<file path="config.mk">
export PLATFORM = sky130hd
export DESIGN_NAME = rgb_color_classifier_debounced_core_flat
export DESIGN_NICKNAME = d
export VERILOG_FILES = /design/src/hw/rtl/rgbcc_pkg.sv /design/src/hw/rtl/rgbcc_if.sv /design/src/hw/rtl/rgb_color_classifier_debounced_core.sv /design/src/hw/rtl/rgbcc_div.sv /design/src/flat_wrapper.sv
export VERILOG_INCLUDE_DIRS = /design/src /design/src/hw/rtl
export SDC_FILE = /design/constraint.sdc
export NUM_CORES = 1
export LEC_CHECK = 0
export ABC_AREA = 1
export BUFFER_PORTS_ARGS = -buffer_cell sky130_fd_sc_hd__buf_2
export CORE_MARGIN = 4
export CORE_UTILIZATION = 50
export CTS_CLUSTER_DIAMETER = 150
export DETAILED_ROUTE_END_ITERATION = 16
export GPL_TIMING_DRIVEN = 0
export PLACE_DENSITY = 0.67
export SLEW_MARGIN = 30
export SYNTH_ARGS = -nofsm -noshare
export SYNTH_HDL_FRONTEND = slang
export SYNTH_SLANG_ARGS = --single-unit
export TNS_END_PERCENT = 20
</file>
<file path="constraint.sdc">
create_clock -name clk -period 6.9 [get_ports clk]
set_input_delay 1.38 -clock clk [delete_from_list [all_inputs] [get_ports clk]]
set_output_delay 1.38 -clock clk [all_outputs]
set_load 0.05 [all_outputs]
</file>
<file path="src/hw/rtl/rgb_color_classifier_debounced_core_defines.svh">
// ----------------------------------------------------------------------------
// RGB color classifier assertion macros
// Concurrent assertion wrappers; empty when SYNTHESIS is defined.
// ----------------------------------------------------------------------------
`ifndef RGB_COLOR_CLASSIFIER_DEBOUNCED_CORE_DEFINES_SVH
`define RGB_COLOR_CLASSIFIER_DEBOUNCED_CORE_DEFINES_SVH

`ifndef SYNTHESIS
// same-cycle implication
`define RGBCC_ASSERT_IMP(lbl, clk, rst_n, ante, cons, msg) \
    lbl: assert property (@(posedge clk) disable iff (!rst_n) (ante) |-> (cons)) \
        else $error(msg);
// next-cycle implication
`define RGBCC_ASSERT_NXT(lbl, clk, rst_n, ante, cons, msg) \
    lbl: assert property (@(posedge clk) disable iff (!rst_n) (ante) |=> (cons)) \
        else $error(msg);
`else
`define RGBCC_ASSERT_IMP(lbl, clk, rst_n, ante, cons, msg)
`define RGBCC_ASSERT_NXT(lbl, clk, rst_n, ante, cons, msg)
`endif

`endif

</file>
<file path="src/hw/rtl/rgbcc_pkg.sv">
// ----------------------------------------------------------------------------
// RGB color classifier package
// Class codes, register indexes, reset values, rule thresholds and sequencer states.
// ----------------------------------------------------------------------------
package rgbcc_pkg;

    // class codes
    localparam int unsigned CODE_W = 3;
    localparam logic [CODE_W-1:0] CLS_NONE   = 3'd0;
    localparam logic [CODE_W-1:0] CLS_RED    = 3'd1;
    localparam logic [CODE_W-1:0] CLS_YELLOW = 3'd2;
    localparam logic [CODE_W-1:0] CLS_GREEN  = 3'd3;
    localparam logic [CODE_W-1:0] CLS_BLUE   = 3'd4;
    localparam logic [CODE_W-1:0] CLS_WHITE  = 3'd5;

    // configuration port
    localparam int unsigned CFG_IDX_W  = 2;
    localparam int unsigned CFG_DATA_W = 10;
    localparam logic [CFG_IDX_W-1:0] CFG_MIN_WHITE    = 2'd0;
    localparam logic [CFG_IDX_W-1:0] CFG_CONFIRM_RUNS = 2'd1;

    localparam int unsigned MIN_WHITE_W = 10;
    localparam int unsigned RUN_W       = 8;
    localparam logic [MIN_WHITE_W-1:0] MIN_WHITE_RESET = 10'd40;
    localparam logic [RUN_W-1:0]       CONFIRM_RESET   = 8'd5;
    localparam logic [RUN_W-1:0]       RUN_MAX         = 8'hFF;

    // ratio and rule constants
    localparam int unsigned RATIO_W   = 16;
    localparam int unsigned PROD_W    = RATIO_W + 3;
    localparam logic [RATIO_W-1:0] RATIO_MAX = 16'hFFFF;
    localparam int unsigned PCT_SCALE    = 100;
    localparam int unsigned YELLOW_MIN_W = 100;
    localparam int unsigned GREEN_MAX_W  = 80;
    localparam int unsigned WHITE_MIN_W  = 200;

    // sequencer states
    typedef enum logic [3:0] {
        S_IDLE = 4'b0001,
        S_PREP = 4'b0010,
        S_DIV  = 4'b0100,
        S_DONE = 4'b1000
    } state_t;

endpackage

</file>
<file path="src/hw/rtl/rgbcc_if.sv">
// ----------------------------------------------------------------------------
// RGB color classifier channel interfaces
// Reading input, class output and register write channels.
// ----------------------------------------------------------------------------
interface rgbcc_in_if #(
    parameter int SAMPLE_BITS = 10
) ();
    logic                   valid;
    logic                   ready;
    logic [SAMPLE_BITS-1:0] ambient_sample;
    logic [SAMPLE_BITS-1:0] red_sample;
    logic [SAMPLE_BITS-1:0] green_sample;
    logic [SAMPLE_BITS-1:0] blue_sample;
    logic [SAMPLE_BITS-1:0] white_sample;

    modport source (
        output valid, ambient_sample, red_sample, green_sample, blue_sample,
               white_sample,
        input  ready
    );
    modport sink (
        input  valid, ambient_sample, red_sample, green_sample, blue_sample,
               white_sample,
        output ready
    );
endinterface

interface rgbcc_out_if import rgbcc_pkg::*; ();
    logic              valid;
    logic              ready;
    logic [CODE_W-1:0] color_code;

    modport source (output valid, color_code, input ready);
    modport sink (input valid, color_code, output ready);
endinterface

interface rgbcc_cfg_if import rgbcc_pkg::*; ();
    logic                  valid;
    logic                  ready;
    logic [CFG_IDX_W-1:0]  index;
    logic [CFG_DATA_W-1:0] data;

    modport source (output valid, index, data, input ready);
    modport sink (input valid, index, data, output ready);
endinterface

</file>
<file path="src/hw/rtl/rgb_color_classifier_debounced_core.sv">
// ----------------------------------------------------------------------------
// Sequencing: an accepted reading passes through S_PREP, then S_DIV for the red,
//   green and blue ratios, then S_DONE; a dim reading goes from S_PREP to S_DONE.
// Flow: one reading set at a time; a new set is accepted only in S_IDLE, and
//   the one serial divider forms the red, green and blue ratios in turn.
// Reset: rst_n sets the configuration registers to their reset values and clears the run state.
// ----------------------------------------------------------------------------
// RGB color classifier, debounced
// Ambient correction, percent-of-white ratios and ordered class rules with
// a run counter that confirms a class before it is reported.
// ----------------------------------------------------------------------------
`include "rgb_color_classifier_debounced_core_defines.svh"

module rgb_color_classifier_debounced_core import rgbcc_pkg::*; #(
    parameter int SAMPLE_BITS = 10
) (
    input  logic         clk,
    input  logic         rst_n,
    rgbcc_in_if.sink     in_ch,
    rgbcc_out_if.source  out_ch,
    rgbcc_cfg_if.sink    cfg
);

    localparam int NUM_W = SAMPLE_BITS + 7;
    localparam int EXT_W = (NUM_W > RATIO_W) ? NUM_W : RATIO_W + 1;
    localparam int CMP_W = (SAMPLE_BITS > MIN_WHITE_W) ? SAMPLE_BITS : MIN_WHITE_W;
    localparam logic [1:0] CH_RED   = 2'd0;
    localparam logic [1:0] CH_GREEN = 2'd1;
    localparam logic [1:0] CH_BLUE  = 2'd2;

    state_t                 state_reg, state_next;
    logic [SAMPLE_BITS-1:0] rc_reg, gc_reg, bc_reg, wc_reg;
    logic                   dim_reg, dim_next;
    logic [1:0]             chan_reg, chan_next;
    logic [RATIO_W-1:0]     r_ratio_reg, g_ratio_reg, b_ratio_reg;
    logic [CODE_W-1:0]      prev_class_reg, prev_class_next;
    logic [RUN_W-1:0]       run_cnt_reg, run_cnt_next;
    logic [MIN_WHITE_W-1:0] min_white_reg;
    logic [RUN_W-1:0]       confirm_reg;
    logic                   out_valid_reg, out_valid_next;
    logic [CODE_W-1:0]      out_code_reg, out_code_next;

    logic                   in_fire, cfg_fire, out_free;
    logic                   div_start, div_busy, div_done;
    logic [NUM_W-1:0]       div_num, div_quot;
    logic [SAMPLE_BITS-1:0] num_chan, cur_chan;
    logic [EXT_W-1:0]       quot_ext;
    logic [RATIO_W-1:0]     ratio_val;
    logic [CMP_W-1:0]       w_ext;
    logic                   bright;
    logic [PROD_W-1:0]      r_x, g_x, b_x;
    logic [CODE_W-1:0]      cls;
    logic                   matched;
    logic [RUN_W-1:0]       run_upd;

    // handshakes
    assign in_ch.ready  = (state_reg == S_IDLE);
    assign in_fire      = in_ch.valid && in_ch.ready;
    assign cfg.ready    = 1'b1;
    assign cfg_fire     = cfg.valid && cfg.ready;
    assign out_free     = !out_valid_reg || out_ch.ready;
    assign out_ch.valid      = out_valid_reg;
    assign out_ch.color_code = out_code_reg;

    // brightness check against the programmed floor
    assign w_ext  = CMP_W'(wc_reg);
    assign bright = w_ext >= CMP_W'(min_white_reg);

    // numerator for the channel being started
    always_comb
    begin
        unique case (state_reg)
            S_DIV:   num_chan = (chan_reg == CH_RED) ? gc_reg : bc_reg;
            default: num_chan = rc_reg;
        endcase
    end
    assign div_num   = NUM_W'(num_chan) * NUM_W'(PCT_SCALE);
    assign div_start = ((state_reg == S_PREP) && bright) ||
                       ((state_reg == S_DIV) && div_done && (chan_reg != CH_BLUE));

    rgbcc_div #(
        .NUM_W (NUM_W),
        .DEN_W (SAMPLE_BITS)
    ) u_div (
        .clk   (clk),
        .rst_n (rst_n),
        .start (div_start),
        .num   (div_num),
        .den   (wc_reg),
        .busy  (div_busy),
        .done  (div_done),
        .quot  (div_quot)
    );

    // saturate the quotient; zero white gives full scale for a lit channel
    always_comb
    begin
        case (chan_reg)
            CH_RED:   cur_chan = rc_reg;
            CH_GREEN: cur_chan = gc_reg;
            default:  cur_chan = bc_reg;
        endcase
    end
    assign quot_ext = EXT_W'(div_quot);
    always_comb
    begin
        if (wc_reg == '0)
            ratio_val = (cur_chan == '0) ? '0 : RATIO_MAX;
        else if (quot_ext > EXT_W'(RATIO_MAX))
            ratio_val = RATIO_MAX;
        else
            ratio_val = quot_ext[RATIO_W-1:0];
    end

    // class rules, first match wins
    assign r_x = PROD_W'(r_ratio_reg);
    assign g_x = PROD_W'(g_ratio_reg);
    assign b_x = PROD_W'(b_ratio_reg);
    always_comb
    begin
        if (g_x < r_x && (b_x << 1) < r_x)
            cls = CLS_RED;
        else if ((b_x << 1) < r_x && (b_x + (b_x << 1)) < g_x &&
                 w_ext > CMP_W'(YELLOW_MIN_W))
            cls = CLS_YELLOW;
        else if (g_x > (r_x + (r_x << 1)) && (b_x << 1) < g_x &&
                 w_ext < CMP_W'(GREEN_MAX_W))
            cls = CLS_GREEN;
        else if (b_x > (r_x << 1) && (b_x << 2) > (g_x << 1))
            cls = CLS_BLUE;
        else if ((b_x << 1) > r_x && b_x < (r_x << 1) && g_x < (r_x << 2) &&
                 w_ext > CMP_W'(WHITE_MIN_W))
            cls = CLS_WHITE;
        else
            cls = CLS_NONE;
    end

    // run counter update for a matched class
    assign matched = !dim_reg && (cls != CLS_NONE);
    always_comb
    begin
        if (prev_class_reg == cls)
            run_upd = (run_cnt_reg == RUN_MAX) ? RUN_MAX : run_cnt_reg + RUN_W'(1);
        else
            run_upd = '0;
    end

    // sequencer
    always_comb
    begin
        state_next      = state_reg;
        dim_next        = dim_reg;
        chan_next       = chan_reg;
        prev_class_next = prev_class_reg;
        run_cnt_next    = run_cnt_reg;
        out_valid_next  = out_valid_reg && !out_ch.ready;
        out_code_next   = out_code_reg;
        unique case (state_reg)
            S_IDLE:
            begin
                if (in_fire)
                    state_next = S_PREP;
            end
            S_PREP:
            begin
                dim_next   = !bright;
                chan_next  = CH_RED;
                state_next = bright ? S_DIV : S_DONE;
            end
            S_DIV:
            begin
                if (div_done)
                begin
                    chan_next = chan_reg + 2'd1;
                    if (chan_reg == CH_BLUE)
                        state_next = S_DONE;
                end
            end
            S_DONE:
            begin
                if (out_free)
                begin
                    out_valid_next = 1'b1;
                    out_code_next  = CLS_NONE;
                    if (matched)
                    begin
                        prev_class_next = cls;
                        run_cnt_next    = run_upd;
                        if (run_upd > confirm_reg)
                            out_code_next = cls;
                    end
                    state_next = S_IDLE;
                end
            end
            default: state_next = S_IDLE;
        endcase
    end

    // control and run state
    always_ff @(posedge clk or negedge rst_n)
    begin
        if (!rst_n)
        begin
            state_reg      <= S_IDLE;
            dim_reg        <= 1'b0;
            chan_reg       <= CH_RED;
            prev_class_reg <= CLS_NONE;
            run_cnt_reg    <= '0;
            out_valid_reg  <= 1'b0;
        end
        else
        begin
            state_reg      <= state_next;
            dim_reg        <= dim_next;
            chan_reg       <= chan_next;
            prev_class_reg <= prev_class_next;
            run_cnt_reg    <= run_cnt_next;
            out_valid_reg  <= out_valid_next;
        end
    end

    // configuration registers
    always_ff @(posedge clk or negedge rst_n)
    begin
        if (!rst_n)
        begin
            min_white_reg <= MIN_WHITE_RESET;
            confirm_reg   <= CONFIRM_RESET;
        end
        else if (cfg_fire)
        begin
            unique case (cfg.index)
                CFG_MIN_WHITE:    min_white_reg <= cfg.data[MIN_WHITE_W-1:0];
                CFG_CONFIRM_RUNS: confirm_reg   <= cfg.data[RUN_W-1:0];
                default:          ;
            endcase
        end
    end

    // ambient-corrected samples, clamped at zero
    always_ff @(posedge clk)
    begin
        if (in_fire)
        begin
            rc_reg <= (in_ch.red_sample > in_ch.ambient_sample) ?
                      in_ch.red_sample - in_ch.ambient_sample : '0;
            gc_reg <= (in_ch.green_sample > in_ch.ambient_sample) ?
                      in_ch.green_sample - in_ch.ambient_sample : '0;
            bc_reg <= (in_ch.blue_sample > in_ch.ambient_sample) ?
                      in_ch.blue_sample - in_ch.ambient_sample : '0;
            wc_reg <= (in_ch.white_sample > in_ch.ambient_sample) ?
                      in_ch.white_sample - in_ch.ambient_sample : '0;
        end
    end

    // ratio capture
    always_ff @(posedge clk)
    begin
        if (state_reg == S_DIV && div_done)
        begin
            case (chan_reg)
                CH_RED:   r_ratio_reg <= ratio_val;
                CH_GREEN: g_ratio_reg <= ratio_val;
                default:  b_ratio_reg <= ratio_val;
            endcase
        end
    end

    // result register
    always_ff @(posedge clk)
    begin
        out_code_reg <= out_code_next;
    end

    // checks
    `RGBCC_ASSERT_IMP(a_div_start_idle, clk, rst_n, div_start, !div_busy, "divider restarted while busy")
    `RGBCC_ASSERT_IMP(a_run_step, clk, rst_n, run_cnt_reg != $past(run_cnt_reg), (run_cnt_reg == '0) || (run_cnt_reg == $past(run_cnt_reg) + RUN_W'(1)), "run counter jumped")
    `RGBCC_ASSERT_IMP(a_code_prev, clk, rst_n, out_valid_reg && (out_code_reg != CLS_NONE), out_code_reg == prev_class_reg, "reported class differs from run class")
    `RGBCC_ASSERT_NXT(a_accept_done, clk, rst_n, in_fire, state_reg == S_PREP, "accepted reading not sequenced")

endmodule

</file>
<file path="src/hw/rtl/rgbcc_div.sv">
// ----------------------------------------------------------------------------
// RGB color classifier serial divider
// Restoring divider, one quotient bit per cycle.
// ----------------------------------------------------------------------------
module rgbcc_div #(
    parameter int NUM_W = 17,
    parameter int DEN_W = 10
) (
    input  logic             clk,
    input  logic             rst_n,
    input  logic             start,
    input  logic [NUM_W-1:0] num,
    input  logic [DEN_W-1:0] den,
    output logic             busy,
    output logic             done,
    output logic [NUM_W-1:0] quot
);

    localparam int CNT_W = $clog2(NUM_W + 1);

    logic [CNT_W-1:0] cnt_reg, cnt_next;
    logic             done_reg, done_next;
    logic [DEN_W-1:0] rem_reg, rem_next;
    logic [NUM_W-1:0] quo_reg, quo_next;
    logic [DEN_W-1:0] den_reg, den_next;
    logic [DEN_W:0]   trial;
    logic             fits;

    // one restoring step: shift in the next dividend bit, subtract if it fits
    assign trial = {rem_reg, quo_reg[NUM_W-1]};
    assign fits  = trial >= {1'b0, den_reg};

    always_comb
    begin
        cnt_next  = cnt_reg;
        done_next = 1'b0;
        rem_next  = rem_reg;
        quo_next  = quo_reg;
        den_next  = den_reg;
        if (start)
        begin
            cnt_next = CNT_W'(NUM_W);
            rem_next = '0;
            quo_next = num;
            den_next = den;
        end
        else if (cnt_reg != '0)
        begin
            cnt_next  = cnt_reg - CNT_W'(1);
            done_next = (cnt_reg == CNT_W'(1));
            rem_next  = fits ? DEN_W'(trial - {1'b0, den_reg}) : trial[DEN_W-1:0];
            quo_next  = {quo_reg[NUM_W-2:0], fits};
        end
    end

    // control state
    always_ff @(posedge clk or negedge rst_n)
    begin
        if (!rst_n)
        begin
            cnt_reg  <= '0;
            done_reg <= 1'b0;
        end
        else
        begin
            cnt_reg  <= cnt_next;
            done_reg <= done_next;
        end
    end

    // datapath
    always_ff @(posedge clk)
    begin
        rem_reg <= rem_next;
        quo_reg <= quo_next;
        den_reg <= den_next;
    end

    assign busy = (cnt_reg != '0);
    assign done = done_reg;
    assign quot = quo_reg;

endmodule

</file>
<file path="src/flat_wrapper.sv">
// flat-port wrapper written by rule: the top's interface ports become plain ports
module rgb_color_classifier_debounced_core_flat import rgbcc_pkg::*;
#(
    parameter int SAMPLE_BITS = 10
)
  (clk, rst_n, in_ch_valid, in_ch_ambient_sample, in_ch_red_sample, in_ch_green_sample, in_ch_blue_sample, in_ch_white_sample, in_ch_ready, out_ch_valid, out_ch_color_code, out_ch_ready, cfg_valid, cfg_index, cfg_data, cfg_ready);
  rgbcc_in_if #(.SAMPLE_BITS(SAMPLE_BITS)) in_ch_i ();
  rgbcc_out_if out_ch_i ();
  rgbcc_cfg_if cfg_i ();
  input  logic clk;
  input  logic rst_n;
  input wire logic [$bits(in_ch_i.valid)-1:0] in_ch_valid;
  input wire logic [$bits(in_ch_i.ambient_sample)-1:0] in_ch_ambient_sample;
  input wire logic [$bits(in_ch_i.red_sample)-1:0] in_ch_red_sample;
  input wire logic [$bits(in_ch_i.green_sample)-1:0] in_ch_green_sample;
  input wire logic [$bits(in_ch_i.blue_sample)-1:0] in_ch_blue_sample;
  input wire logic [$bits(in_ch_i.white_sample)-1:0] in_ch_white_sample;
  output wire logic [$bits(in_ch_i.ready)-1:0] in_ch_ready;
  output wire logic [$bits(out_ch_i.valid)-1:0] out_ch_valid;
  output wire logic [$bits(out_ch_i.color_code)-1:0] out_ch_color_code;
  input wire logic [$bits(out_ch_i.ready)-1:0] out_ch_ready;
  input wire logic [$bits(cfg_i.valid)-1:0] cfg_valid;
  input wire logic [$bits(cfg_i.index)-1:0] cfg_index;
  input wire logic [$bits(cfg_i.data)-1:0] cfg_data;
  output wire logic [$bits(cfg_i.ready)-1:0] cfg_ready;
  assign in_ch_i.valid = in_ch_valid;
  assign in_ch_i.ambient_sample = in_ch_ambient_sample;
  assign in_ch_i.red_sample = in_ch_red_sample;
  assign in_ch_i.green_sample = in_ch_green_sample;
  assign in_ch_i.blue_sample = in_ch_blue_sample;
  assign in_ch_i.white_sample = in_ch_white_sample;
  assign in_ch_ready = in_ch_i.ready;
  assign out_ch_valid = out_ch_i.valid;
  assign out_ch_color_code = out_ch_i.color_code;
  assign out_ch_i.ready = out_ch_ready;
  assign cfg_i.valid = cfg_valid;
  assign cfg_i.index = cfg_index;
  assign cfg_i.data = cfg_data;
  assign cfg_ready = cfg_i.ready;
  rgb_color_classifier_debounced_core #(.SAMPLE_BITS(SAMPLE_BITS)) u_core (.clk(clk), .rst_n(rst_n), .in_ch(in_ch_i), .out_ch(out_ch_i), .cfg(cfg_i));
endmodule
</file>
After elaboration in Yosys (flattened, before gate mapping)
Cells that the tools add are included.
{"block": "op_classes", "n_addsub": 10, "multipliers": 1, "n_lt_le_gt_ge": 21, "n_eq_ne": 15, "muxes": 30, "n_bitwise": 1, "n_reduce_logical": 40}
{"operator": "10-bit subtractor", "n": 5}
{"operator": "16-bit two-way mux", "n": 3}
{"operator": "10-bit > comparator", "n": 4}
{"operator": "16-bit by 17-bit adder with 18-bit output", "n": 2}
{"operator": "17-bit by 16-bit less-than comparator with 1-bit output", "n": 2}
{"operator": "17-bit two-way mux", "n": 2}
{"operator": "10-bit two-way mux", "n": 3}
{"operator": "10-bit logical NOT", "n": 2}
{"operator": "4-bit two-way mux", "n": 5}
{"operator": "10-bit one-hot mux with 2 select lines", "n": 1}
{"operator": "16-bit by 19-bit > comparator with 1-bit output", "n": 1}
{"operator": "19-bit by 16-bit less-than comparator with 1-bit output", "n": 1}
{"operator": "18-bit by 17-bit > comparator with 1-bit output", "n": 1}
{"operator": "16-bit by 18-bit less-than comparator with 1-bit output", "n": 1}
{"operator": "16-bit by 17-bit > comparator with 1-bit output", "n": 1}
{"operator": "17-bit by 16-bit > comparator with 1-bit output", "n": 1}
{"operator": "17-bit by 16-bit > comparator with 1-bit output (second input constant)", "n": 1}
{"operator": "16-bit by 17-bit less-than comparator with 1-bit output", "n": 1}
{"operator": "16-bit less-than comparator", "n": 1}
{"operator": "8-bit two-way mux", "n": 2}
{"operator": "4-bit one-hot mux with 4 select lines", "n": 1}
{"operator": "2-bit AND reduction", "n": 8}
{"operator": "1-bit logical AND", "n": 15}
{"operator": "10-bit by 5-bit multiplier with 15-bit output (second input constant)", "n": 1}
{"operator": "other kinds (35)", "n": 53}
{"block": "totals", "register_bits": 171, "input_bits": 67, "output_inout_bits": 6, "elab_cells": 140}

Longest topological paths before layout
{"block": "logic_depth", "ltp_word": 13, "ltp_mapped": 34, "mapped_depth_nobuf": 34}

By module
A second synthesis with hierarchy kept.
{"block": "unflattened", "hier_cells": 1852, "hier_area_um2": 14818.0}
{"mod": "rgb_color_classifier_debounced_core", "n_inst": 1, "cells_per_inst": 1554, "area_each_um2": 12354.3, "seq_area_each_um2": 3664.8}
{"mod": "rgbcc_div", "n_inst": 1, "cells_per_inst": 298, "area_each_um2": 2463.6, "seq_area_each_um2": 1161.1}

Worst setup path after synthesis
OpenSTA, ideal clock, no wires.
{"block": "synth_timing", "kind": "flip-flop to flip-flop", "startpoint": "register u_core.chan_reg[0]", "endpoint": "register u_core.u_div.quo_reg[16], in the netlist u_core.u_div.quot[16] (data pin)", "setup_time_ns": 0.253, "t_arrival_ns": 4.157, "required_time_ns": 6.647, "path_slack_ns": 2.491, "stages_incl_launch_ff": 27, "n_path_buf": 2, "period_less_slack_ns": 4.409, "path_cell_list": "dfrtp_1 > inv_1 > ha_1 > clkbuf_1 > clkbuf_1 > o21ai_0 > o21ai_0 > inv_1 > ha_1 > ha_1 > inv_1 > fa_1 > inv_1 > ha_1 > a21oi_1 > o21ai_0 > a21oi_1 > inv_1 > nand2_1 > nand2_1 > a21oi_1 > nor2_1 > o21ai_0 > nand2_1 > xor2_1 > nand2_1 > nand2_1"}
{"block": "synth_between", "elab_chain_len": 5, "word_cells_on_any_way": 8, "classes_between": "mul (1); eq/ne (1); mux (3); reduce/logical (3)"}
{"element": "from (decl)", "line_no": "rgb_color_classifier_debounced_core.sv:34", "source": "logic [1:0] chan_reg, chan_next;"}
{"element": "from (signal assigned)", "line_no": "rgb_color_classifier_debounced_core.sv:215", "source": "chan_reg <= chan_next;"}
{"element": "2-bit logical NOT", "line_no": "rgb_color_classifier_debounced_core.sv:73", "source": "S_DIV: num_chan = (chan_reg == CH_RED) ? gc_reg : bc_reg;"}
{"element": "10-bit two-way mux", "line_no": "rgb_color_classifier_debounced_core.sv:73"}
{"element": "10-bit two-way mux", "line_no": "rgb_color_classifier_debounced_core.sv:72", "source": "unique case (state_reg)"}
{"element": "10-bit by 5-bit multiplier with 15-bit output", "line_no": "rgb_color_classifier_debounced_core.sv:77", "source": "assign div_num = NUM_W'(num_chan) * NUM_W'(PCT_SCALE);"}
{"element": "17-bit two-way mux (*)", "line_no": "rgbcc_div.sv:40", "source": "if (start)"}
{"element": "net u_core.u_div.quo_next[16]", "line_no": "rgbcc_div.sv:24", "source": "logic [NUM_W-1:0] quo_reg, quo_next;"}
{"element": "to (signal assigned)", "line_no": "rgbcc_div.sv:75", "source": "quo_reg <= quo_next;"}
{"element": "to (decl)", "line_no": "rgbcc_div.sv:24"}
The timed path passes the listed nets; every way through them passes the cells marked *.
A chain may end at the register's enable or synchronous reset.

Final worst setup path
Ends and elaborated chain as after synthesis.

==> summary.md <==
| Metric | Value |
|---|---|
| VDD IR max | 0.1681 mV |
| H-tree depth | 4 |
| Most common cell in the synthesized netlist | nand2_1 |
| Outcome | finished clean |
| WP buf/inv | 7 |
| Drt total wl | between 30000 and 40000 um |
| CTS hold repair buffers | 0 |
| Synth unique cells | 58 |
| EDFF count, synth | 116 |
| CTS root buf | clkbuf_16 |
| Routing usage on met1 | 26.42% |
| Die W | between 150 and 200 um |
| Syn Nets | 2135 |
| Final-layout fill cell count | 2584 |
| Leak | 8.027 nW |
| Utilization after layout | 55.99% |
| Worst skew pair latency | roughly 0.44 ns |
| Port Buffer Count | 71 |
| Overflow after GRT | 0 |
| Prevailing post-synth register cell | edfxtp_1 |
| Drt initial violations | around 520 |
| Post-route cell area | 0.01603 mm^2 |
| # rows | 62 |
| DIE AREA | between 0.03 and 0.04 mm^2 |
| Vias in the first global route | 11.34k |
| Vias/cell | 5.162 |
| Clock sinks | between 150 and 200 |
| Register area | a little under 0.005 mm^2 |
| GRT Util Overall | 20.62% |
| Slew HR | 44.18% |
| Pwr Density | 268.4 mW/mm^2 |
| RSZ-0062 raised after global routing | false |
| WP data arrival | 5.43 ns |
| Yosys top cell area share | 24.05% |
| Final Hold Vio Count | 0 |
| Met3 Resource Use GR | 2.607% |
| First-pass GRT wire length | 53250 um |
| Die Ht | 178.2 um |
| CP required | 7.08 ns |
| Top Family by Delay on Critical Path | adder cells |
| Max-Cap Viols | 0 |
| DRC | 0 |
| Max Slew Vio Count | 0 |
| CP max FO | 10 |
| Initial Util | 50.60% |
| Commonest cells post-synth | nand2_1, inv_1, ha_1 |
| Fin worst setup slack | between 1.5 and 2 ns |
| Nets | around 2.2k |
| Synth async-reset ratio | 25.15% |
| Largest register FFs | 17 |
| # setup viols final | 0 |
| CP endpoint kind | register |
| Critical path class | register to register |
| I/O pin cnt | 73 |
| Top cells by area, synth | edfxtp_1, ha_1, nand2_1 |
| Detailed Routing Iterations Pass 1 | 5 |
| CP max-delay cell | fa_1 |
| Largest net degree at the start of global routing | 44 |
| CTS tree | built |
| Post-layout minimum cycle time | approximately 5.2 ns |
| Routed vias | approximately 12k |
| Placer Congestion | a little over 0.9 |
| Mapped Cells | 1808 |
| WL per Instance | 13.96 um |
| Final worst path period share | 76.00% |
| Setup_tns | 0 ns |
| Place WS | 1.912 ns |
| Initial antenna violation count | 2 |
| Diodes inserted | 0 |
| Post-DP Area | about 0.015 mm^2 |
| Fmax | roughly 0.19 GHz |
| Largest stage delay on the critical path | 0.49 ns |
| Startpoint Class | register |
| Hold WS | 0.4746 ns |
| Synthesized area per cell | 8.012 um^2 |
| Clk buf depth | 2 |
| Post-CTS setup buffer count | 0 |
| Post-synthesis sequential area ratio | ~33% |
| Clock Skews | ~0.015 ns |
| Post-CTS Resized | 0 |
| Placed wire-length estimate | 26510 um |
| Area growth, synth to finish | 10.64% |
| Flops & latches, synth | roughly 170 |
| Type of the most critical hold path | register to register |
| CTS clk-pin slew, worst paths | 0.07 ns |
| ANT nets after route | 0 |
| Share of layout cells above drive strength 1 | 8.412% |
| Cell Area, Synth | 0.01449 mm^2 |
| Slew @ Worst Pin | 0.8364 ns |
| Core area | 0.02863 mm^2 |
| Synth Warn # | 0 |
| Area leader, netlist | edfxtp_1 |
| GR peak layer | met2 |
| CTS Buf Count | 17 |
| Met2 Track Usage GR | 36.13% |
| Multi-input gate area | approximately 0.0085 mm^2 |
tightest hold or removal path: cells and delay by family (launching register included):
family | cells | cell delay [ns]
AO/OA/AOI/OAI | 1 | 0.05
flip-flops | 1 | 0.34
AND/OR/NAND/NOR | 1 | 0.06
report_power, final:
| part | switching [mW] | total [mW] | internal, mW |
|---|---|---|---|
| Sequential | 0.158 | 1.59 | 1.43 |
| Clock | 0.466 | 0.960 | 0.494 |
| Combinational | 1.09 | 1.76 | 0.661 |
cell usage in the layout, fill, tap and decap left out, drive strengths merged, types with 5 or more instances in the layout:
master  Yosys  final
dfxtp      12     12
clkbuf     12     29
a211oi      7      7
nor3       24     24
a21oi     127    127
a22o        8      8
edfxtp    116    116
xor2       35     35
inv       297    302
dfrtp      38     38
fa         12     12
clkinv      1     10
ha        248    248
nor2      164    164
xnor2      19     19
nand3      53     53
or2         6      6
a31oi      10     10
nand4      18     18
dfstp       5      5
o21bai      7      7
nand3b      8      8
buf         5     79
o21ai     132    132
o211ai      7      7
nor4        5      5
nand2     406    406
routing by layer:
metal  share of wire, %  vias up
li1                   -     6209
met1                 46     5392
met2                 49      199
met3                2.8       59
met4                2.7        4
met5              0.069        -
per-stage QoR:
stage | std cells | total power, mW
CTS | 2298 | 4.327
global placement | 2263 | 3.277
detailed placement | 2266 | 3.325
floorplan | 1808 | 2.878
finish | 2298 | 4.301
global route | 2298 | 4.683
cells by family (layout without fill, tap and decap cells):
kind of cell	after synthesis	in the layout	synth area share, %
buffers and inverters	315	421	8.275
XOR/XNOR	54	54	3.265
AO/OA/AOI/OAI	321	321	12.31
adder cells (fa/ha/maj)	260	260	23.08
flip-flops	171	171	33.18
other	1	1	0.02589
AND/OR/NAND/NOR	686	686	19.87
layout make-up:
cell class	instances	share of cell area, %
Clock buffer	17	2.654
Inverter	298	6.979
Sequential cell	171	29.99
Tap cell	384	2.998
Timing Repair Buffer	74	2.498
Buffer	17	0.4996
Clock inverter	15	1.234
Multi-Input combinational cell	1322	53.15
final timing paths:
path,start,end,slack [ns],depth (start not counted)
min reg2reg,u_core.u_div.rem_reg[9],u_core.u_div.rem_reg[9],0.47,2
max reg2reg,u_core.chan_reg[0],u_core.u_div.quot[16],1.66,26
max in group asynchronous,rst_n,u_core.u_div.cnt_reg[2],5.55,1
min,u_core.u_div.rem_reg[9],u_core.u_div.rem_reg[9],0.47,2
max,u_core.chan_reg[0],u_core.u_div.quot[16],1.66,26
min in group asynchronous,rst_n,u_core.run_cnt_reg[4],0.93,1
No activity file was read; power rests on OpenSTA's default activity.
